### src/rtl/tlf_pkg.sv
// ============================================================================
// tlf_pkg: shared definitions for the terminal line formatter
// Character codes, action and token codes, register indexes, the
// configuration record and the controller/datapath command and status types.
// ============================================================================
package tlf_pkg;

	// Default tab stop spacing, handed down from the top level.
	localparam int TAB_STOP_DEF = 8;

	// Column counter width and saturation limits.
	localparam int COL_W = 10;
	localparam logic [COL_W-1:0] COL_MAX = '1;
	localparam logic [7:0] PEND_MAX = 8'd255;
	localparam logic [7:0] GROUP_MIN = 8'd4;
	localparam logic [6:0] PAGE_MAX = 7'd96;

	// Character codes.
	localparam logic [7:0] CH_BS = 8'd8;
	localparam logic [7:0] CH_TAB = 8'd9;
	localparam logic [7:0] CH_LF = 8'd10;
	localparam logic [7:0] CH_FF = 8'd12;
	localparam logic [7:0] CH_CR = 8'd13;
	localparam logic [7:0] CH_SPACE = 8'd32;

	// Input actions.
	localparam logic [1:0] ACT_TEXT = 2'd0;
	localparam logic [1:0] ACT_EOF = 2'd1;
	localparam logic [1:0] ACT_START = 2'd2;

	// Token kinds.
	localparam logic [1:0] KIND_CHAR = 2'd0;
	localparam logic [1:0] KIND_NEWLINE = 2'd1;
	localparam logic [1:0] KIND_PAUSE = 2'd2;
	localparam logic [1:0] KIND_RUN = 2'd3;

	// Configuration port.
	localparam int CFG_IDX_W = 3;
	localparam int CFG_DATA_W = 16;
	localparam logic [CFG_IDX_W-1:0] REG_GROUP_LENGTH = 3'd0;
	localparam logic [CFG_IDX_W-1:0] REG_LINE_WIDTH = 3'd1;
	localparam logic [CFG_IDX_W-1:0] REG_PAGE_LENGTH = 3'd2;
	localparam logic [CFG_IDX_W-1:0] REG_BACK_MOTION = 3'd3;
	localparam logic [CFG_IDX_W-1:0] REG_RAW_MODE = 3'd4;
	localparam logic [CFG_IDX_W-1:0] REG_SKIP_LINES = 3'd5;

	localparam logic [7:0] RST_GROUP_LENGTH = 8'd22;
	localparam logic [7:0] RST_LINE_WIDTH = 8'd79;
	localparam logic [6:0] RST_PAGE_LENGTH = 7'd66;
	localparam logic RST_BACK_MOTION = 1'b1;
	localparam logic RST_RAW_MODE = 1'b0;
	localparam logic [15:0] RST_SKIP_LINES = 16'd0;

	typedef struct packed {
		logic [7:0]  group_length;
		logic [7:0]  line_width;
		logic [6:0]  page_length;
		logic        back_motion;
		logic        raw_mode;
		logic [15:0] skip_lines;
	} cfg_t;

	// Datapath operations issued by the controller, at most one per cycle.
	typedef enum logic [2:0] {
		OP_NONE,
		OP_CHAR,
		OP_EOL,
		OP_EOL_GATHER,
		OP_FLUSH,
		OP_START
	} op_t;

	typedef struct packed {
		op_t  op;
		logic ff;          // line end belongs to a form feed
		logic flush_last;  // a flushed run closes the item
	} cmd_t;

	typedef struct packed {
		logic slot_free;      // output register can take a token this cycle
		logic wrap;           // the offered byte would close the line
		logic line_nonempty;
		logic page_at_one;
		logic flush_first;    // a pending run must go out before a pause
	} status_t;

endpackage

### src/rtl/tlf_ifs.sv
// ============================================================================
// tlf_ifs: channel interfaces of the terminal line formatter
// Text input, token output and configuration write channels.
// ============================================================================
interface tlf_text_if;
	logic       valid;
	logic       ready;
	logic [1:0] action;
	logic [7:0] text_byte;
	modport source (output valid, action, text_byte, input ready);
	modport sink (input valid, action, text_byte, output ready);
endinterface

interface tlf_token_if;
	logic       valid;
	logic       ready;
	logic [1:0] token_kind;
	logic [7:0] out_byte;
	logic       blank_fill;
	logic [6:0] run_count;
	logic       last;
	modport source (output valid, token_kind, out_byte, blank_fill, run_count, last,
		input ready);
	modport sink (input valid, token_kind, out_byte, blank_fill, run_count, last,
		output ready);
endinterface

interface tlf_cfg_if;
	logic                           valid;
	logic                           ready;
	logic [tlf_pkg::CFG_IDX_W-1:0]  index;
	logic [tlf_pkg::CFG_DATA_W-1:0] data;
	modport source (output valid, index, data, input ready);
	modport sink (input valid, index, data, output ready);
endinterface

### src/rtl/tlf_cfg_regs.sv
// ============================================================================
// tlf_cfg_regs: configuration register file
// Six registers written through the configuration channel; unknown indexes
// are accepted and ignored.
// ============================================================================
module tlf_cfg_regs (
	input  logic           clk,
	input  logic           arst_n,
	tlf_cfg_if.sink        cfg,
	output tlf_pkg::cfg_t  regs
);

	tlf_pkg::cfg_t regs_q;

	assign cfg.ready = 1'b1;
	assign regs = regs_q;

	always_ff @(posedge clk or negedge arst_n) begin
		if (!arst_n) begin
			regs_q.group_length <= tlf_pkg::RST_GROUP_LENGTH;
			regs_q.line_width <= tlf_pkg::RST_LINE_WIDTH;
			regs_q.page_length <= tlf_pkg::RST_PAGE_LENGTH;
			regs_q.back_motion <= tlf_pkg::RST_BACK_MOTION;
			regs_q.raw_mode <= tlf_pkg::RST_RAW_MODE;
			regs_q.skip_lines <= tlf_pkg::RST_SKIP_LINES;
		end else if (cfg.valid && cfg.ready) begin
			case (cfg.index)
				tlf_pkg::REG_GROUP_LENGTH: regs_q.group_length <= cfg.data[7:0];
				tlf_pkg::REG_LINE_WIDTH: regs_q.line_width <= cfg.data[7:0];
				tlf_pkg::REG_PAGE_LENGTH: regs_q.page_length <= cfg.data[6:0];
				tlf_pkg::REG_BACK_MOTION: regs_q.back_motion <= cfg.data[0];
				tlf_pkg::REG_RAW_MODE: regs_q.raw_mode <= cfg.data[0];
				tlf_pkg::REG_SKIP_LINES: regs_q.skip_lines <= cfg.data;
				default: ;
			endcase
		end
	end

endmodule

### src/rtl/tlf_ctrl.sv
// ============================================================================
// tlf_ctrl: sequencing controller
// Owns the text handshake and, while the output slot is free, issues one
// datapath operation per cycle: a byte, line ends, start, the form feed walk.
// ============================================================================
module tlf_ctrl (
	input  logic             clk,
	input  logic             arst_n,
	tlf_text_if.sink         text,
	input  tlf_pkg::status_t status,
	output tlf_pkg::cmd_t    cmd
);

	localparam logic [1:0] S_IDLE = 2'd0;
	localparam logic [1:0] S_EOL = 2'd1;
	localparam logic [1:0] S_FF = 2'd2;

	logic [1:0] state_q;
	logic [1:0] state_d;
	logic       accept;

	assign text.ready = (state_q == S_IDLE) && status.slot_free;
	assign accept = text.valid && text.ready;

	always_comb begin
		state_d = state_q;
		cmd.op = tlf_pkg::OP_NONE;
		cmd.ff = 1'b0;
		cmd.flush_last = 1'b0;
		case (state_q)
			S_IDLE: begin
				if (accept) begin
					case (text.action)
						tlf_pkg::ACT_TEXT: begin
							if (text.text_byte == tlf_pkg::CH_FF) begin
								cmd.op = tlf_pkg::OP_EOL;
								cmd.ff = 1'b1;
								state_d = S_FF;
							end else if (text.text_byte == tlf_pkg::CH_LF) begin
								cmd.op = tlf_pkg::OP_EOL;
							end else begin
								cmd.op = tlf_pkg::OP_CHAR;
								if (status.wrap) begin
									state_d = S_EOL;
								end
							end
						end
						tlf_pkg::ACT_EOF: begin
							if (status.line_nonempty) begin
								cmd.op = tlf_pkg::OP_EOL;
							end
						end
						tlf_pkg::ACT_START: cmd.op = tlf_pkg::OP_START;
						default: ;
					endcase
				end
			end
			S_EOL: begin
				if (status.slot_free) begin
					cmd.op = tlf_pkg::OP_EOL;
					state_d = S_IDLE;
				end
			end
			S_FF: begin
				if (status.slot_free) begin
					if (status.page_at_one) begin
						cmd.op = tlf_pkg::OP_FLUSH;
						cmd.flush_last = 1'b1;
						state_d = S_IDLE;
					end else if (status.flush_first) begin
						cmd.op = tlf_pkg::OP_FLUSH;
					end else begin
						cmd.op = tlf_pkg::OP_EOL_GATHER;
						cmd.ff = 1'b1;
					end
				end
			end
			default: state_d = S_IDLE;
		endcase
	end

	always_ff @(posedge clk or negedge arst_n) begin
		if (!arst_n) begin
			state_q <= S_IDLE;
		end else begin
			state_q <= state_d;
		end
	end

endmodule

### src/rtl/tlf_datapath.sv
// ============================================================================
// tlf_datapath: line state and token output register
// Holds column, backspace and overstrike state, the group, page and skip
// counters and the empty line run, and builds at most one token per operation.
// ============================================================================
module tlf_datapath #(
	parameter int TAB_STOP = tlf_pkg::TAB_STOP_DEF
) (
	input  logic                    clk,
	input  logic                    arst_n,
	input  tlf_pkg::cfg_t           regs,
	input  tlf_pkg::cmd_t           cmd,
	input  logic [7:0]              text_byte,
	output tlf_pkg::status_t        status,
	tlf_token_if.source             token
);

	localparam int CW = tlf_pkg::COL_W;
	localparam int PH_W = $clog2(TAB_STOP);
	localparam logic [PH_W-1:0] PH_LAST = PH_W'(TAB_STOP - 1);
	localparam logic [PH_W-1:0] PH_SAT = PH_W'(((2 ** CW) - 1) % TAB_STOP);
	localparam logic [CW:0] TAB_STEP = (CW + 1)'(TAB_STOP);

	logic [CW-1:0]   col_q;
	logic [PH_W-1:0] phase_q;
	logic            nonempty_q;
	logic [7:0]      pend_q;
	logic            over_q;
	logic [7:0]      group_q;
	logic [6:0]      page_q;
	logic [15:0]     skip_q;
	logic [6:0]      run_q;

	logic            tok_valid_q;
	logic [1:0]      tok_kind_q;
	logic [7:0]      tok_byte_q;
	logic            tok_fill_q;
	logic [6:0]      tok_run_q;
	logic            tok_last_q;

	logic            passing;
	logic            is_bs;
	logic            is_cr;
	logic            is_tab;
	logic            is_ctrl;
	logic            place;
	logic [CW:0]     tab_sum;
	logic [CW-1:0]   new_col;
	logic [PH_W-1:0] new_phase;
	logic            wrap;
	logic            tab_cut;
	logic [7:0]      glen;
	logic [6:0]      plen;
	logic [6:0]      page_next;
	logic            skipping;
	logic            pausing;
	logic            eol_last;

	logic            emit;
	logic [1:0]      e_kind;
	logic [7:0]      e_byte;
	logic            e_fill;
	logic [6:0]      e_run;
	logic            e_last;

	// Byte classification and where the byte leaves the column.
	assign passing = regs.raw_mode || regs.back_motion;
	assign is_bs = text_byte == tlf_pkg::CH_BS;
	assign is_cr = text_byte == tlf_pkg::CH_CR;
	assign is_tab = text_byte == tlf_pkg::CH_TAB;
	assign is_ctrl = (text_byte < tlf_pkg::CH_SPACE) && !is_tab;
	assign place = (is_bs || is_cr) ? passing :
		(is_ctrl ? regs.raw_mode : ((pend_q == 8'd0) && !over_q));
	assign tab_sum = {1'b0, col_q} + TAB_STEP - (CW + 1)'(phase_q);

	always_comb begin
		new_col = col_q;
		new_phase = phase_q;
		if (is_tab) begin
			if (tab_sum > {1'b0, tlf_pkg::COL_MAX}) begin
				new_col = tlf_pkg::COL_MAX;
				new_phase = PH_SAT;
			end else begin
				new_col = tab_sum[CW-1:0];
				new_phase = '0;
			end
		end else if (is_bs) begin
			if (col_q != '0) begin
				new_col = col_q - CW'(1);
				new_phase = (phase_q == '0) ? PH_LAST : phase_q - PH_W'(1);
			end
		end else if (col_q != tlf_pkg::COL_MAX) begin
			new_col = col_q + CW'(1);
			new_phase = (phase_q == PH_LAST) ? '0 : phase_q + PH_W'(1);
		end
	end

	assign wrap = place && (new_col >= {2'b00, regs.line_width});
	assign tab_cut = is_tab && wrap;

	// Line end decisions.
	assign glen = (regs.group_length < tlf_pkg::GROUP_MIN) ? tlf_pkg::GROUP_MIN :
		regs.group_length;
	assign plen = (regs.page_length > tlf_pkg::PAGE_MAX) ? tlf_pkg::PAGE_MAX :
		regs.page_length;
	assign page_next = (page_q >= plen) ? 7'd1 : page_q + 7'd1;
	assign skipping = skip_q != 16'd0;
	assign pausing = !skipping && (group_q >= glen);
	// Within a form feed, more tokens follow unless the page is complete.
	assign eol_last = !cmd.ff || (page_next == 7'd1);

	assign status.slot_free = !tok_valid_q || token.ready;
	assign status.wrap = wrap;
	assign status.line_nonempty = nonempty_q;
	assign status.page_at_one = page_q == 7'd1;
	assign status.flush_first = pausing && (run_q != 7'd0);

	always_comb begin
		emit = 1'b0;
		e_kind = tlf_pkg::KIND_CHAR;
		e_byte = 8'd0;
		e_fill = 1'b0;
		e_run = 7'd0;
		e_last = 1'b1;
		case (cmd.op)
			tlf_pkg::OP_CHAR: begin
				emit = place && !skipping && !tab_cut;
				e_byte = text_byte;
				e_last = !(wrap && !skipping);
			end
			tlf_pkg::OP_EOL, tlf_pkg::OP_EOL_GATHER: begin
				emit = !skipping && (pausing || (cmd.op == tlf_pkg::OP_EOL));
				e_kind = pausing ? tlf_pkg::KIND_PAUSE : tlf_pkg::KIND_NEWLINE;
				e_fill = pausing && !nonempty_q;
				e_last = eol_last;
			end
			tlf_pkg::OP_FLUSH: begin
				emit = run_q != 7'd0;
				e_kind = tlf_pkg::KIND_RUN;
				e_run = run_q;
				e_last = cmd.flush_last;
			end
			default: ;
		endcase
	end

	always_ff @(posedge clk or negedge arst_n) begin
		if (!arst_n) begin
			col_q <= '0;
			phase_q <= '0;
			nonempty_q <= 1'b0;
			pend_q <= 8'd0;
			over_q <= 1'b0;
			group_q <= 8'd1;
			page_q <= 7'd1;
			skip_q <= 16'd0;
			run_q <= 7'd0;
		end else begin
			case (cmd.op)
				tlf_pkg::OP_CHAR: begin
					if (is_bs && !passing) begin
						if (pend_q != tlf_pkg::PEND_MAX) begin
							pend_q <= pend_q + 8'd1;
						end
					end else if (is_cr && !passing) begin
						over_q <= 1'b1;
					end else if (!is_ctrl && (pend_q != 8'd0)) begin
						pend_q <= pend_q - 8'd1;
					end
					if (place) begin
						col_q <= new_col;
						phase_q <= new_phase;
						if (!tab_cut) begin
							nonempty_q <= 1'b1;
						end
					end
				end
				tlf_pkg::OP_EOL, tlf_pkg::OP_EOL_GATHER: begin
					if (skipping) begin
						skip_q <= skip_q - 16'd1;
					end else if (pausing) begin
						group_q <= 8'd1;
					end else begin
						group_q <= group_q + 8'd1;
					end
					if (cmd.op == tlf_pkg::OP_EOL) begin
						run_q <= 7'd0;
					end else if (!skipping && !pausing) begin
						run_q <= run_q + 7'd1;
					end
					page_q <= page_next;
					col_q <= '0;
					phase_q <= '0;
					nonempty_q <= 1'b0;
					pend_q <= 8'd0;
					over_q <= 1'b0;
				end
				tlf_pkg::OP_FLUSH: run_q <= 7'd0;
				tlf_pkg::OP_START: begin
					skip_q <= regs.skip_lines;
					col_q <= '0;
					phase_q <= '0;
					nonempty_q <= 1'b0;
					pend_q <= 8'd0;
					over_q <= 1'b0;
				end
				default: ;
			endcase
		end
	end

	// Output register: one token held until the sink takes it.
	always_ff @(posedge clk or negedge arst_n) begin
		if (!arst_n) begin
			tok_valid_q <= 1'b0;
		end else if (emit) begin
			tok_valid_q <= 1'b1;
		end else if (token.ready) begin
			tok_valid_q <= 1'b0;
		end
	end

	always_ff @(posedge clk) begin
		if (emit) begin
			tok_kind_q <= e_kind;
			tok_byte_q <= e_byte;
			tok_fill_q <= e_fill;
			tok_run_q <= e_run;
			tok_last_q <= e_last;
		end
	end

	assign token.valid = tok_valid_q;
	assign token.token_kind = tok_kind_q;
	assign token.out_byte = tok_byte_q;
	assign token.blank_fill = tok_fill_q;
	assign token.run_count = tok_run_q;
	assign token.last = tok_last_q;

endmodule

### src/rtl/terminal_line_formatter.sv
// ============================================================================
// terminal_line_formatter: text bytes to terminal tokens
// Top level joining the configuration registers, the sequencing controller
// and the line state datapath.
// ============================================================================
// Once a text beat is taken, its first token, if any, is in the output
// register on the next cycle. A byte that closes the line (by width or by a
// tab that reaches the wrap column) is followed by a separate line end
// operation. A form feed ends the current line, then each further line up to
// the end of the page, with an extra flush before each pause that must first
// send a pending run of empty lines, and a final flush that sends the last
// run, if there is one; page_length is counted as at least 1 and at most 96.
// The controller issues a single datapath operation per cycle into a
// one-token output register; a stalled token sink holds the controller,
// while the register still lets the next beat in on the cycle its token is
// taken. Start and end of file beats need at most one datapath operation,
// and configuration writes are never held off. There is no clearing pass
// after reset.
// ============================================================================
module terminal_line_formatter #(
	parameter int TAB_STOP = tlf_pkg::TAB_STOP_DEF
) (
	input  logic         clk,
	input  logic         arst_n,
	tlf_text_if.sink     text,
	tlf_token_if.source  token,
	tlf_cfg_if.sink      cfg
);

	tlf_pkg::cfg_t    regs;
	tlf_pkg::cmd_t    cmd;
	tlf_pkg::status_t status;

	// Register file: to be written only while the block is idle; the block itself does not enforce this.
	tlf_cfg_regs u_cfg_regs (
		.clk    (clk),
		.arst_n (arst_n),
		.cfg    (cfg),
		.regs   (regs)
	);

	// Controller: decides which operation the datapath performs each cycle.
	tlf_ctrl u_ctrl (
		.clk    (clk),
		.arst_n (arst_n),
		.text   (text),
		.status (status),
		.cmd    (cmd)
	);

	// Datapath: line state, counters and the token output register.
	tlf_datapath #(
		.TAB_STOP (TAB_STOP)
	) u_datapath (
		.clk       (clk),
		.arst_n    (arst_n),
		.regs      (regs),
		.cmd       (cmd),
		.text_byte (text.text_byte),
		.status    (status),
		.token     (token)
	);

endmodule

### src/flat_wrapper.sv
// flat-port wrapper written by rule: the top's interface ports become plain ports
module terminal_line_formatter_flat 
#(
	parameter int TAB_STOP = tlf_pkg::TAB_STOP_DEF
)
  (clk, arst_n, text_valid, text_action, text_text_byte, text_ready, token_valid, token_token_kind, token_out_byte, token_blank_fill, token_run_count, token_last, token_ready, cfg_valid, cfg_index, cfg_data, cfg_ready);
  tlf_text_if text_i ();
  tlf_token_if token_i ();
  tlf_cfg_if cfg_i ();
  input  logic clk;
  input  logic arst_n;
  input wire logic [$bits(text_i.valid)-1:0] text_valid;
  input wire logic [$bits(text_i.action)-1:0] text_action;
  input wire logic [$bits(text_i.text_byte)-1:0] text_text_byte;
  output wire logic [$bits(text_i.ready)-1:0] text_ready;
  output wire logic [$bits(token_i.valid)-1:0] token_valid;
  output wire logic [$bits(token_i.token_kind)-1:0] token_token_kind;
  output wire logic [$bits(token_i.out_byte)-1:0] token_out_byte;
  output wire logic [$bits(token_i.blank_fill)-1:0] token_blank_fill;
  output wire logic [$bits(token_i.run_count)-1:0] token_run_count;
  output wire logic [$bits(token_i.last)-1:0] token_last;
  input wire logic [$bits(token_i.ready)-1:0] token_ready;
  input wire logic [$bits(cfg_i.valid)-1:0] cfg_valid;
  input wire logic [$bits(cfg_i.index)-1:0] cfg_index;
  input wire logic [$bits(cfg_i.data)-1:0] cfg_data;
  output wire logic [$bits(cfg_i.ready)-1:0] cfg_ready;
  assign text_i.valid = text_valid;
  assign text_i.action = text_action;
  assign text_i.text_byte = text_text_byte;
  assign text_ready = text_i.ready;
  assign token_valid = token_i.valid;
  assign token_token_kind = token_i.token_kind;
  assign token_out_byte = token_i.out_byte;
  assign token_blank_fill = token_i.blank_fill;
  assign token_run_count = token_i.run_count;
  assign token_last = token_i.last;
  assign token_i.ready = token_ready;
  assign cfg_i.valid = cfg_valid;
  assign cfg_i.index = cfg_index;
  assign cfg_i.data = cfg_data;
  assign cfg_ready = cfg_i.ready;
  terminal_line_formatter #(.TAB_STOP(TAB_STOP)) u_core (.clk(clk), .arst_n(arst_n), .text(text_i), .token(token_i), .cfg(cfg_i));
endmodule
### config.mk
export PLATFORM = sky130hd
export DESIGN_NAME = terminal_line_formatter_flat
export DESIGN_NICKNAME = d
export VERILOG_FILES = /design/src/rtl/tlf_pkg.sv /design/src/rtl/tlf_ifs.sv /design/src/rtl/tlf_cfg_regs.sv /design/src/rtl/tlf_ctrl.sv /design/src/rtl/tlf_datapath.sv /design/src/rtl/terminal_line_formatter.sv /design/src/flat_wrapper.sv
export SDC_FILE = /design/constraint.sdc
export NUM_CORES = 1
export LEC_CHECK = 0
export BUFFER_PORTS_ARGS = -buffer_cell sky130_fd_sc_hd__buf_2
export CORE_AREA = 2 2 184 186
export CTS_BUF_LIST = sky130_fd_sc_hd__clkbuf_8
export DETAILED_ROUTE_END_ITERATION = 10
export DIE_AREA = 0 0 186 188
export PLACE_DENSITY_LB_ADDON = 0.12
export SETUP_SLACK_MARGIN = 0.5
export SYNTH_ARGS = -nofsm -noshare
export SYNTH_HDL_FRONTEND = slang
export SYNTH_SLANG_ARGS = --single-unit
export TNS_END_PERCENT = 20
### constraint.sdc
create_clock -name clk -period 11.8 [get_ports clk]
set_clock_uncertainty 0.2 [all_clocks]
set_input_delay 1.77 -clock clk [delete_from_list [all_inputs] [get_ports clk]]
set_output_delay 1.77 -clock clk [all_outputs]
set_load 0.1 [all_outputs]
==> reports/qor.txt <==
WORST SETUP PATH
--------------------------------------------------------------------------------------------------
Slowest cell delay on critical path                                                         690 ps
Kind of start point of the critical path                                                 input pin
Crit end category                                                                             flop
Family of cells with the greatest summed delay on the critical path                   compound AO/OA/AOI/OAI gates
Top fanout value on the critical path                                                           19
Cell count along the critical path                                                              15
Most used cell, CP                                                                    sky130_fd_sc_hd__a21o_1
Total buffers and inverters traversed by the critical path                                       2
Data arrival time of the critical path                                                     5950 ps
Worst path slowest cell                                                               sky130_fd_sc_hd__a21o_1
Required time of the worst setup path                                                     11680 ps
Reg2Reg Depth                                                                                   14
CP Cell Sequence                                                                      buf_2 > or4b_1 > nor3_2 > buf_4 > o41ai_1 > nor4_2 > a221o_1 > o31ai_1 > ha_1 > a21o_1 > a21oi_1 > o21ai_0 > a31oi_1 > a31o_2 > a21o_1
Type of the worst setup path                                                             in -> reg

DRT
--------------------------------------------------------------------------------------------------
DRC viols                                                                                        0
Drt first-iter violations                                                                      329
Detailed-route wire length                                                                 23.8 mm
Number of antenna-violating nets in the routed design                                            0
First-pass DRT Iterations                                                                        5
Count of vias placed by the detailed router                                                   6685
Ratio of routed vias to standard cells                                                        4.80
Routed length per instance                                                                 17.1 um

GRT
--------------------------------------------------------------------------------------------------
Number of antenna violations at the first check in global routing                                1
Via count of the first global-routing pass                                                    6608
Total overflow reported by the global router                                                     0
Maximum number of pins on one net before global-route repair                                    62
Global Route Usage Sum                                                                       0.144
Global-route wire length before repair                                                     38.4 mm

STA
--------------------------------------------------------------------------------------------------
Total count of max-transition violations in the final report                                     0
Worst-margin pin slew                                                                      1170 ps
Period Utilization, post-route                                                               0.515
Tmin final                                                                                 6070 ps
Worst slew margin relative to its limit                                                      0.217
Total Neg Setup Slack                                                                         0 ps
Final Hold Slack                                                                            280 ps
Fmax                                                                                       165 MHz
Number of setup violations in the final report                                                   0
Number of hold violations in the final report                                                    0
RSZ-0062 raised after global routing                                                         false

FLOORPLANNING
--------------------------------------------------------------------------------------------------
Chip Height                                                                                 188 um
Width of the chip                                                                           186 um
Starting density of the core                                                                 0.245
Placement Rows                                                                                  67
Core Footprint                                                                           33100 um2
I/O pin count                                                                                   56
Die footprint                                                                            35000 um2

YOSYS
--------------------------------------------------------------------------------------------------
Share of the synthesized area in the top cell type                                           0.284
Count of flip-flops with a built-in enable after synthesis                                      19
Average size of a mapped cell                                                             9.21 um2
Post-Syn Area                                                                             8100 um2
Syn Inst Count                                                                                 880
Total nets after synthesis                                                                     978
Number of warnings printed during yosys synthesis                                                0
Ys async rst share                                                                           0.847
Seq cells post-synth                                                                           124
Sequential cell area fraction in the yosys report                                            0.397
Main flop type after synthesis                                                        sky130_fd_sc_hd__dfrtp_1
Top post-synthesis cells by area                                                      sky130_fd_sc_hd__dfrtp_1 (28%), sky130_fd_sc_hd__ha_1 (9.6%), sky130_fd_sc_hd__edfxtp_1 (7.0%), sky130_fd_sc_hd__o21ai_0 (4.3%), sky130_fd_sc_hd__dfstp_2 (4.2%)
Number of distinct library cell variants in the gate-level netlist after synthesis              77
Top cell type by total area after synthesis                                           sky130_fd_sc_hd__dfrtp_1

CTS
--------------------------------------------------------------------------------------------------
Clock tree from TritonCTS                                                                      yes
Buffers from clock root to sink, at most                                                         2
Clock transition time at the flip-flop clock pins of the worst setup and hold paths          80 ps
Clock buffers created by TritonCTS                                                              17
Clock sink count                                                                               124
Clock Tree Root                                                                       sky130_fd_sc_hd__clkbuf_8
Resize count post-CTS                                                                            0
Later-pin clock latency in the skew report                                                  450 ps
Post-CTS setup buffer count                                                                      0
Post-CTS Hold Fix Bufs                                                                           0
CTS H-tree depth                                                                                 4

FINAL LAYOUT
--------------------------------------------------------------------------------------------------
Commonest non-fill, non-tap cell in the layout                                        sky130_fd_sc_hd__dfrtp_1
Area of the multi-input gates                                                             4570 um2
Final core utilization                                                                       0.280
Most frequent cells in the layout                                                     sky130_fd_sc_hd__dfrtp_1 (92), sky130_fd_sc_hd__nand2_1 (75), sky130_fd_sc_hd__o21ai_0 (69)
Area growth from synthesis to layout                                                         14.5%
Sequential Area                                                                           3210 um2
Final net count                                                                               1029
Layout cell share with drive strength beyond 1                                               0.166
Final-layout fill cell count                                                                  3533
Diodes inserted                                                                                  0

PWR
--------------------------------------------------------------------------------------------------
Leakage power                                                                           0.00380 uW
Worst vdd rail ir drop                                                                   0.0597 mV
Power Dens Cells                                                                        186 nW/um2

PLACED DESIGN
--------------------------------------------------------------------------------------------------
# port buffers                                                                                  54
HPWL reported at the end of detailed placement                                             17.8 mm
Routability Congestion                                                                       0.780

MIN PATH
--------------------------------------------------------------------------------------------------
Kind of path behind the tightest hold check                                             reg -> reg
Worst hold path depth                                                                            2

RUN STATUS
--------------------------------------------------------------------------------------------------
Run status                                                                            finished clean

JOB
--------------------------------------------------------------------------------------------------
Max-cap viol count                                                                               0

[path summary, 6_finish.rpt]
| kind | from | endpoint | slack (ps) |
|---|---|---|---|
| worst max-delay path | text_text_byte[1] | u_core.u_datapath.token.run_count[0] | 5730 |
| max in group asynchronous | arst_n | u_core.u_datapath.pend_q[4] | 9020 |
| worst min register to register | u_core.u_cfg_regs.regs[4] | u_core.u_datapath.skip_q[4] | 280 |
| worst min-delay path | u_core.u_cfg_regs.regs[4] | u_core.u_datapath.skip_q[4] | 280 |
| min in group asynchronous | arst_n | u_core.u_cfg_regs.regs[8] | 1220 |
| worst max register to register | u_core.u_datapath.col_q[2] | u_core.u_datapath.token.run_count[0] | 6080 |
[layer usage]
| layer | vias up | track usage | routed length, um |
|---|---|---|---|
| met1 | 3227 | 0.207 | 12200 |
| met2 | 124 | 0.216 | 10400 |
| li1 | 3313 | - | - |
| met4 | 2 | 0.0403 | 329 |
| met3 | 19 | 0.0276 | 824 |
| met5 | - | 0 | 10 |
[kinds of logic (layout without fill, tap and decap cells)]
logic type,after synthesis,in the layout,synth area share
buf+inv,81,145,0.0391
compound gates,239,239,0.194
simple gates,322,322,0.207
mux,30,30,0.0414
flops,124,124,0.397
other cells,1,1,0.000463
fa+ha+maj,64,64,0.101
xor+xnor,19,19,0.0205
[cell type report]
cell class                      instances  area share
Clock inverter                         13      0.0162
Inverter                               52      0.0210
Multi-Input combinational cell        675       0.493
Sequential cell                       124       0.346
Clock buffer                           19      0.0282
Tap cell                              448      0.0604
Timing Repair Buffer                   61      0.0351
[cell usage after synthesis, types with 3 or more instances]
master,count
sky130_fd_sc_hd__or4_1,6
sky130_fd_sc_hd__buf_4,3
sky130_fd_sc_hd__a221oi_1,3
sky130_fd_sc_hd__nand2b_1,21
sky130_fd_sc_hd__nor2_1,62
sky130_fd_sc_hd__ha_1,62
sky130_fd_sc_hd__o31ai_1,9
sky130_fd_sc_hd__or3_1,10
sky130_fd_sc_hd__and2_1,24
sky130_fd_sc_hd__clkbuf_1,24
sky130_fd_sc_hd__nand3_1,33
sky130_fd_sc_hd__dfrtp_1,92
sky130_fd_sc_hd__a211oi_1,12
sky130_fd_sc_hd__o221a_2,3
sky130_fd_sc_hd__o22a_1,4
sky130_fd_sc_hd__a21o_1,14
sky130_fd_sc_hd__o211ai_1,5
sky130_fd_sc_hd__a21oi_1,50
sky130_fd_sc_hd__and3_1,9
sky130_fd_sc_hd__o21ai_0,69
sky130_fd_sc_hd__inv_1,52
sky130_fd_sc_hd__o21bai_1,5
sky130_fd_sc_hd__nor2b_1,9
sky130_fd_sc_hd__nand2_1,75
sky130_fd_sc_hd__o21a_1,9
sky130_fd_sc_hd__mux2_2,28
sky130_fd_sc_hd__a31oi_1,9
sky130_fd_sc_hd__a211o_1,5
sky130_fd_sc_hd__nor4_1,15
sky130_fd_sc_hd__nor3_1,25
sky130_fd_sc_hd__o21ai_1,10
sky130_fd_sc_hd__xnor2_1,14
sky130_fd_sc_hd__nor3_2,3
sky130_fd_sc_hd__or2_2,4
sky130_fd_sc_hd__edfxtp_1,19
sky130_fd_sc_hd__nand4_1,7
sky130_fd_sc_hd__a31o_2,3
sky130_fd_sc_hd__xor2_1,5
sky130_fd_sc_hd__dfstp_2,13
[tightest hold or removal path, delay by kind of cell (launching register included)]
| kind | cells | cell delay (ps) |
|---|---|---|
| flip-flops | 1 | 340 |
| AO/OA/AOI/OAI | 1 | 60 |
| AND/OR/NAND/NOR | 1 | 50 |
[registers in the layout, indices dropped and copies added, names as in the netlist]
| signal | cells |
|---|---|
| u_core.u_datapath.token.out_byte | 8 |
| u_core.u_datapath.token.token_kind | 2 |
| u_core.u_datapath.token.run_count | 7 |
| u_core.u_datapath.token.valid | 1 |
| u_core.u_datapath.token.blank_fill | 1 |
| u_core.u_datapath.token.last | 1 |
| u_core.u_datapath.group_q | 8 |
| u_core.u_datapath.pend_q | 8 |
| u_core.u_cfg_regs.regs | 41 |
| u_core.u_datapath.nonempty_q | 1 |
| u_core.u_datapath.phase_q | 3 |
| u_core.u_ctrl.state_q | 2 |
| u_core.u_datapath.skip_q | 16 |
| u_core.u_datapath.over_q | 1 |
| u_core.u_datapath.run_q | 7 |
| u_core.u_datapath.col_q | 10 |
| u_core.u_datapath.page_q | 7 |
[where the power goes]
group	internal [uW]	total [uW]	switching, uW
clock	217	397	180
combinational	292	701	408
sequential	528	626	98.2
total	1040	1720	686
[through the flow]
step	instances	power [uW]	worst slack, ps	area, um2
3_5_place_dp	1360	1340	5300	8870
5_1_grt	1392	1870	5450	9280
4_1_cts	1392	1750	5770	9280
6_report	1392	1720	5730	9280
2_1_floorplan	880	1110	5810	8100
3_3_place_gp	1360	1340	5300	8870
No activity file was read; power rests on OpenSTA's default activity.
